<file path="config.mk">
export PLATFORM = sky130hd
export DESIGN_NAME = space_packet_framer_crc16
export DESIGN_NICKNAME = d
export VERILOG_FILES = /design/src/rtl/spf_pkg.sv /design/src/rtl/spf_byte_gen.sv /design/src/rtl/space_packet_framer_crc16.sv
export VERILOG_INCLUDE_DIRS = /design/src /design/src/rtl
export SDC_FILE = /design/constraint.sdc
export NUM_CORES = 1
export LEC_CHECK = 0
export ABC_AREA = 1
export BUFFER_PORTS_ARGS = -buffer_cell sky130_fd_sc_hd__clkbuf_2
export CORE_MARGIN = 3
export CORE_UTILIZATION = 53
export CTS_CLUSTER_DIAMETER = 200
export CTS_CLUSTER_SIZE = 8
export DETAILED_ROUTE_END_ITERATION = 10
export PLACE_DENSITY_LB_ADDON = 0.3
export SETUP_SLACK_MARGIN = 0.1
export SLEW_MARGIN = 15
export SYNTH_ARGS = -nofsm -noshare
export SYNTH_HDL_FRONTEND = slang
export SYNTH_HIERARCHICAL = 1
export SYNTH_SLANG_ARGS = --single-unit
</file>
<file path="constraint.sdc">
create_clock -name i_clk -period 2.5 [get_ports i_clk]
set_input_delay 0.5 -clock i_clk [delete_from_list [all_inputs] [get_ports i_clk]]
set_output_delay 0.5 -clock i_clk [all_outputs]
set_load 0.02 [all_outputs]
</file>
<file path="src/rtl/space_packet_framer_crc16_macros.svh">
// Assertion macros shared by the space packet framer RTL.
// Every macro samples on i_clk and is disabled while i_rst_n is low.
`ifndef SPACE_PACKET_FRAMER_CRC16_MACROS_SVH
`define SPACE_PACKET_FRAMER_CRC16_MACROS_SVH

// Same-cycle implication.
`define SPF_ASSERT_IMP(lbl, ante, cons) \
    lbl: assert property (@(posedge i_clk) disable iff (!i_rst_n) (ante) |-> (cons)) \
        else $error("spf assertion failed");

// Next-cycle implication.
`define SPF_ASSERT_NXT(lbl, ante, cons) \
    lbl: assert property (@(posedge i_clk) disable iff (!i_rst_n) (ante) |=> (cons)) \
        else $error("spf assertion failed");

`endif

</file>
<file path="src/rtl/spf_pkg.sv">
// Package for the space packet framer: item types, byte sequence codes,
// register indexes, reset values and the CRC-16 byte update. No dependencies.
`default_nettype none

package spf_pkg;

    typedef struct packed {
        logic [7:0]  payload_byte;
        logic        start_packet;
        logic [13:0] seq_count;
        logic [15:0] payload_length;
    } t_in_item;

    typedef struct packed {
        logic [7:0] frame_byte;
        logic       frame_end;
    } t_out_item;

    // Position of the next frame byte within the work on one input item.
    typedef logic [3:0] t_idx;

    localparam t_idx IDX_SYNC0  = 4'd0;
    localparam t_idx IDX_SYNC1  = 4'd1;
    localparam t_idx IDX_SYNC2  = 4'd2;
    localparam t_idx IDX_SYNC3  = 4'd3;
    localparam t_idx IDX_APID_H = 4'd4;
    localparam t_idx IDX_APID_L = 4'd5;
    localparam t_idx IDX_SEQ_H  = 4'd6;
    localparam t_idx IDX_SEQ_L  = 4'd7;
    localparam t_idx IDX_LEN_H  = 4'd8;
    localparam t_idx IDX_LEN_L  = 4'd9;
    localparam t_idx IDX_DATA   = 4'd10;
    localparam t_idx IDX_CRC_H  = 4'd11;
    localparam t_idx IDX_CRC_L  = 4'd12;

    localparam logic CFG_SYNC_WORD = 1'b0;
    localparam logic CFG_APP_ID    = 1'b1;

    localparam logic [31:0] SYNC_RESET   = 32'hC830_FAFE;
    localparam logic [8:0]  APP_ID_RESET = 9'd0;
    localparam logic [15:0] CRC_INIT     = 16'hFFFF;
    localparam logic [15:0] CRC_POLY     = 16'h1021;

    // CRC-16 CCITT update over one byte, MSB first, no reflection.
    function automatic logic [15:0] crc_byte(input logic [15:0] crc, input logic [7:0] b);
        logic [15:0] c;
        c = crc ^ {b, 8'h00};
        for (int k = 0; k < 8; k++) begin
            c = c[15] ? ({c[14:0], 1'b0} ^ CRC_POLY) : {c[14:0], 1'b0};
        end
        return c;
    endfunction

endpackage

`default_nettype wire

</file>
<file path="src/rtl/spf_byte_gen.sv">
// Frame byte generator: picks the byte for the current sequence position and
// computes the CRC after it. Depends on spf_pkg.
`default_nettype none

module spf_byte_gen (
    input  wire spf_pkg::t_in_item i_item,
    input  wire spf_pkg::t_idx     i_idx,
    input  wire logic [31:0]       i_sync_word,
    input  wire logic [8:0]        i_app_id,
    input  wire logic [15:0]       i_crc,
    output logic [7:0]             o_byte,
    output logic [15:0]            o_crc_next
);

    logic [15:0] len_word;
    logic [15:0] crc_base;

    assign len_word = 16'(i_item.payload_length - 16'd1);

    always_comb begin
        unique case (i_idx)
            spf_pkg::IDX_SYNC0:  o_byte = i_sync_word[31:24];
            spf_pkg::IDX_SYNC1:  o_byte = i_sync_word[23:16];
            spf_pkg::IDX_SYNC2:  o_byte = i_sync_word[15:8];
            spf_pkg::IDX_SYNC3:  o_byte = i_sync_word[7:0];
            spf_pkg::IDX_APID_H: o_byte = {7'b0000_100, i_app_id[8]};
            spf_pkg::IDX_APID_L: o_byte = i_app_id[7:0];
            spf_pkg::IDX_SEQ_H:  o_byte = {2'b11, i_item.seq_count[13:8]};
            spf_pkg::IDX_SEQ_L:  o_byte = i_item.seq_count[7:0];
            spf_pkg::IDX_LEN_H:  o_byte = len_word[15:8];
            spf_pkg::IDX_LEN_L:  o_byte = len_word[7:0];
            spf_pkg::IDX_DATA:   o_byte = i_item.payload_byte;
            spf_pkg::IDX_CRC_H:  o_byte = i_crc[15:8];
            spf_pkg::IDX_CRC_L:  o_byte = i_crc[7:0];
            default:             o_byte = 8'h00;
        endcase
    end

    // The CRC restarts on the first sync byte of every frame.
    assign crc_base   = (i_idx == spf_pkg::IDX_SYNC0) ? spf_pkg::CRC_INIT : i_crc;
    assign o_crc_next = spf_pkg::crc_byte(crc_base, o_byte);

endmodule

`default_nettype wire

</file>
<file path="src/rtl/space_packet_framer_crc16.sv">
// Space packet framer with CRC-16 CCITT: top level. Depends on spf_pkg,
// spf_byte_gen and space_packet_framer_crc16_macros.svh.
//
// One frame byte leaves per cycle through the output register unless the
// receiver stalls; an item is held until it has emitted its bytes: one for
// a payload byte inside a packet, 11 for a byte that opens a packet, 2 more
// when a byte closes a packet (the CRC high and low bytes), none for a byte
// dropped outside a packet. Mid-packet payload bytes flow at one transaction
// per cycle unless stalled; o_in_ready follows i_out_ready in the same cycle.
// A start transaction restarts the frame even inside an open packet.
// Configuration writes are taken every cycle and must be made while idle.
`default_nettype none

`include "space_packet_framer_crc16_macros.svh"

module space_packet_framer_crc16 (
    input  wire logic              i_clk,
    input  wire logic              i_rst_n,
    input  wire logic              i_in_valid,
    output logic                   o_in_ready,
    input  wire spf_pkg::t_in_item i_in,
    output logic                   o_out_valid,
    input  wire logic              i_out_ready,
    output spf_pkg::t_out_item     o_out,
    input  wire logic              i_cfg_valid,
    output logic                   o_cfg_ready,
    input  wire logic              i_cfg_index,
    input  wire logic [31:0]       i_cfg_data
);

    logic [31:0]       r_sync_word;
    logic [8:0]        r_app_id;
    logic              r_hold_vld, n_hold_vld;
    spf_pkg::t_in_item r_item;
    spf_pkg::t_idx     r_idx, n_idx;
    logic [15:0]       r_bytes_left, n_bytes_left;
    logic [15:0]       r_crc, n_crc;
    logic              r_out_vld, n_out_vld;
    spf_pkg::t_out_item r_out;

    logic        out_free;
    logic        drop;
    logic        emit;
    logic        last;
    logic        retire;
    logic        accept;
    logic [15:0] bl_next;
    logic [7:0]  gen_byte;
    logic [15:0] gen_crc;

    spf_byte_gen u_byte_gen (
        .i_item      (r_item),
        .i_idx       (r_idx),
        .i_sync_word (r_sync_word),
        .i_app_id    (r_app_id),
        .i_crc       (r_crc),
        .o_byte      (gen_byte),
        .o_crc_next  (gen_crc)
    );

    always_comb begin
        out_free = !r_out_vld || i_out_ready;
        drop     = r_hold_vld && !r_item.start_packet && (r_idx == spf_pkg::IDX_DATA)
                   && (r_bytes_left == 16'd0);
        bl_next  = r_item.start_packet ? 16'(r_item.payload_length - 16'd1)
                                       : 16'(r_bytes_left - 16'd1);
        emit     = r_hold_vld && !drop && out_free;
        last     = (r_idx == spf_pkg::IDX_CRC_L)
                   || ((r_idx == spf_pkg::IDX_DATA) && (bl_next != 16'd0));
        retire   = drop || (emit && last);
        o_in_ready = !r_hold_vld || retire;
        accept   = i_in_valid && o_in_ready;
    end

    always_comb begin
        n_hold_vld   = r_hold_vld;
        n_idx        = r_idx;
        n_bytes_left = r_bytes_left;
        n_crc        = r_crc;
        n_out_vld    = r_out_vld;
        if (accept) begin
            n_hold_vld = 1'b1;
            n_idx      = i_in.start_packet ? spf_pkg::IDX_SYNC0 : spf_pkg::IDX_DATA;
        end else if (retire) begin
            n_hold_vld = 1'b0;
        end else if (emit) begin
            n_idx = spf_pkg::t_idx'(r_idx + 4'd1);
        end
        // The CRC covers header and payload bytes, never its own bytes.
        if (emit && (r_idx <= spf_pkg::IDX_DATA)) begin
            n_crc = gen_crc;
        end
        if (emit && (r_idx == spf_pkg::IDX_DATA)) begin
            n_bytes_left = bl_next;
        end
        if (emit) begin
            n_out_vld = 1'b1;
        end else if (i_out_ready) begin
            n_out_vld = 1'b0;
        end
    end

    always_ff @(posedge i_clk) begin
        if (!i_rst_n) begin
            r_sync_word  <= spf_pkg::SYNC_RESET;
            r_app_id     <= spf_pkg::APP_ID_RESET;
            r_hold_vld   <= 1'b0;
            r_idx        <= spf_pkg::IDX_SYNC0;
            r_bytes_left <= 16'd0;
            r_crc        <= spf_pkg::CRC_INIT;
            r_out_vld    <= 1'b0;
        end else begin
            if (i_cfg_valid) begin
                case (i_cfg_index)
                    spf_pkg::CFG_SYNC_WORD: r_sync_word <= i_cfg_data;
                    spf_pkg::CFG_APP_ID:    r_app_id    <= i_cfg_data[8:0];
                    default:                r_app_id    <= r_app_id;
                endcase
            end
            r_hold_vld   <= n_hold_vld;
            r_idx        <= n_idx;
            r_bytes_left <= n_bytes_left;
            r_crc        <= n_crc;
            r_out_vld    <= n_out_vld;
        end
    end

    always_ff @(posedge i_clk) begin
        if (accept) begin
            r_item <= i_in;
        end
        if (emit) begin
            r_out.frame_byte <= gen_byte;
            r_out.frame_end  <= (r_idx == spf_pkg::IDX_CRC_L);
        end
    end

    assign o_cfg_ready = 1'b1;
    assign o_out_valid = r_out_vld;
    assign o_out       = r_out;

    // A frame end always closes the packet.
    `SPF_ASSERT_IMP(a_end_closes, r_out_vld && r_out.frame_end, r_bytes_left == 16'd0)
    // The sequence position never runs past the CRC low byte.
    `SPF_ASSERT_IMP(a_idx_range, r_hold_vld, r_idx <= spf_pkg::IDX_CRC_L)
    // Emitting the CRC leaves the CRC register untouched.
    `SPF_ASSERT_NXT(a_crc_hold, emit && (r_idx > spf_pkg::IDX_DATA), r_crc == $past(r_crc))
    // The low CRC byte is the last byte of the frame and is flagged.
    `SPF_ASSERT_NXT(a_end_flag, emit && (r_idx == spf_pkg::IDX_CRC_L),
        r_out_vld && r_out.frame_end)

endmodule

`default_nettype wire

</file>
==> implementation parameters <==
Parameter                              Value

Run status
  Outcome ... finished, violations left
  Violations in the final reports ... negative setup slack

Logic synthesis
  Async set or reset register ratio after synthesis ... 0%
  Share of synthesized cell area in and, or, nand and nor gates ... around 43%
  Synthesized Nets ... roughly 1,200
  Synthesized area divided by synthesized cell count ... 6.695 um^2
  Compound-Gate Fraction of Synth Area ... between 5 and 6%
  EDFF count, synth ... 48
  Cell type contributing the most total cell area after synthesis ... dfxtp_1
  Share of synthesized cell area in full adder, half adder and majority cells ... 1.050%
  Flop and latch count out of synthesis ... 127
  Yosys Warn Count ... 6
  Synthesized instance count ... 1,068
  Share of the synthesized area in the top cell type ... ~22%
  Synthesized-area fraction occupied by xor and xnor cells ... 0.7349%
  Combinational family with the most area after synthesis ... simple AND/OR/NAND/NOR gates
  Part of the Yosys area used for sequential elements ... 42.27%
  Main flop type after synthesis ... dfxtp_1
  Unique cell type count in the Yosys netlist ... 36
  Multiplexer share of the synthesized area ... 0%
  Syn Std Cell Area ... 0.007151 mm^2
  Most area-consuming cells after synthesis ... dfxtp_1, edfxtp_1, nand2_1

Floorplanning
  Initial Utilization ... a little under three fifths
  Chip height ... 122.2 um
  Die Width ... 122.2 um
  Area enclosed by the die boundary ... 0.01492 mm^2
  Placement Rows ... 41
  Number of top-level pins ... 89
  Standard cell core area ... around 0.013 mm^2

Power and ir drop
  Pwr per Cell Area ... 661.8 mW/mm^2
  Leakage power ... 4.635 nW
  Worst voltage drop across the vdd grid ... 0.6688 mV
  Tot Pwr ... 6.411 mW

Route
  Final routed wirelength across all metal layers ... 22,420 um
  Number of optimization iterations in the first detailed-route pass ... 6
  Detailed router's first-iteration violation count ... just under 700
  Number of routed nets with antenna violations ... 0
  Number of vias per cell ... about 5.4
  Total via count after detailed routing ... 7,770
  DRC ... 0
  WL per Instance ... 15.69 um

Critical path
  Classification of the worst setup path ... reg2out
  Slowest CP cell ... edfxtp_1
  Startpoint Class ... flop
  Most numerous cell on the critical path ... nand2_2
  Maximum single-stage delay on the critical path ... around 480 ps
  Crit-path max FO ... 8
  Cell breakdown of the critical path ... clkinv_4 > nand2_2 > nand2_2 > ha_4 > nand3_4 > buf_6 > nand2_4 > nor2_1 > nand3_1 > nor2_2 > nand2_1 > nor2_2 > nand3_2 > nand2_2 > nand3_4 > buf_8
  CP required ... 2000 ps
  Critical Path Sink Type ... output port
  Crit path DAT ... 2610 ps

Layout
  Leading cell type in the layout, fill and taps excluded ... nand2_1
  Number of antenna diodes ... 0
  Synth-to-layout area growth ... 35.49%
  Commonest cells after routing, fill and taps aside ... nand2_1, nand3_1, nor2_1
  Final design instance area without fill ... 0.009688 mm^2
  Share of final-layout standard cells stronger than drive strength 1 ... between 20% and 30%
  Net count reported at finish ... 1,328

STA
  Worst clock skew ... ~12 ps
  WHS ... roughly 250 ps
  Sum Neg Setup Slack ... -20,750 ps
  Final max-slew violation count ... 0
  Fin worst setup slack ... -605.8 ps
  Final setup violating endpoints ... 45
  Crit share post-route ... 124.2%
  Final hold violation count ... 0
  Worst slew margin ... about a third
  Unrepaired setup endpoints after global routing ... yes
  Achievable frequency ... 322.0 MHz
  Worst Tran Pin Value ... 970.8 ps
  Final worst path period need ... 3106 ps

Clock tree
  Root buffer cell ... clkbuf_16
  Clock latency at the later pin of the worst-skew pair ... 420 ps
  Clock Path Buffers ... 2
  Clock slew seen by the registers of the worst setup and hold paths ... 60 ps
  TritonCTS clock tree ... built
  Clock buffer count from CTS ... 17
  CTS sink cnt ... roughly 130
  H-tree levels ... 4

GRT
  Global-route total usage across every layer ... between 20% and 30%
  Total grt overflow ... 0
  Largest net degree at the start of global routing ... 59
  Wire length of the first global-routing pass ... roughly 32,000 um
  Number of antenna violations at the first check in global routing ... 0
  Via count of the first global-routing pass ... 6,597

Min path
  Worst min path class ... in2reg

Placed design
  Instance area after placement ... 0.008212 mm^2
  HPWL Detailed ... 14,940 um
  Place WS ... -300.4 ps
  GPL Wtd Cong ... 0.9696
  Port Buf Inserts ... 87

Run
  Max-cap viol count ... 0
## kinds of logic after synthesis
logic type | Yosys count
buf+inv | 136
other cells | 1
flops | 127
fa+ha+maj | 6
xor+xnor | 6
simple gates | 722
compound gates | 70
## sequential cells by signal, summed over array words and instances, names as in the netlist
name          count
r_crc            16
o_out             9
r_idx             4
r_sync_word      32
o_out_valid       1
r_bytes_left     16
r_hold_vld        1
r_app_id          9
r_item           39
## path summary, 6_finish.rpt
check	startpoint	endpoint	slack, ps	depth (start not counted)
setup / recovery	r_item[30]	o_in_ready	-610	16
hold / removal	i_in[3]	r_item[3]	250	1
setup reg to reg	r_item[30]	r_item[19]	-510	21
hold reg to reg	r_sync_word[6]	r_sync_word[6]	460	2
## metal layers
metal  global-route usage, %  part of all wire (%)  vias up
met5                       0                     0        -
met4                   10.15                   2.5        0
met3                   6.685                   9.0       51
met2                   43.23                    46      416
met1                   38.81                    43     3524
li1                        -                     -     3779
## critical path: cells and delay by family (launching register included)
kind / cells / cell delay [ps]
adder cells (fa/ha/maj): 1 / 180
buffers and inverters: 3 / 420
flip-flops: 1 / 480
AND/OR/NAND/NOR: 12 / 1120
## metrics by stage
stage,cells,util (%)
global placement,1367,63.52
floorplan,1068,-
finish,1429,74.94
detailed placement,1367,63.52
CTS,1409,69.46
global route,1429,74.94
## final cells by class
| type | count | area [um^2] |
|---|---|---|
| clock inverter | 10 | 87.58 |
| fill | 1004 | 3239 |
| timing repair buffer | 178 | 1256 |
| clock buffer | 21 | 461.7 |
| timing repair inverter | 6 | 83.83 |
| sequential | 127 | 3033 |
| inverter | 108 | 442.9 |
| multi-input combinational | 807 | 4108 |
| tap | 172 | 215.2 |
## synthesized netlist by cell type, types with 6 or more instances
master / number
o21ai_0: 45
inv_1: 99
clkbuf_1: 19
xor2_1: 6
dfxtp_1: 79
nor2_2: 17
nor2_1: 138
nand3_1: 145
ha_1: 6
nand4_1: 14
inv_2: 7
a21oi_1: 15
edfxtp_1: 48
nand2_2: 9
nand2_1: 384
## power breakdown
group	switching (mW)	leakage [nW]	internal, mW
combinational	1.04	3.25	0.628
clock	0.896	0.277	1.42
sequential	0.114	1.11	2.32
## timing repair
item / 4_1_cts / 5_1_grt
pin swaps: 14 / 45
endpoints found under the setup margin: 54 / 63
hold buffers: 0 / 0
buffers inserted: 10 / 15
cloned: 1 / 8
gates resized for setup: 36 / 143
(Power assumes the default switching activity.)
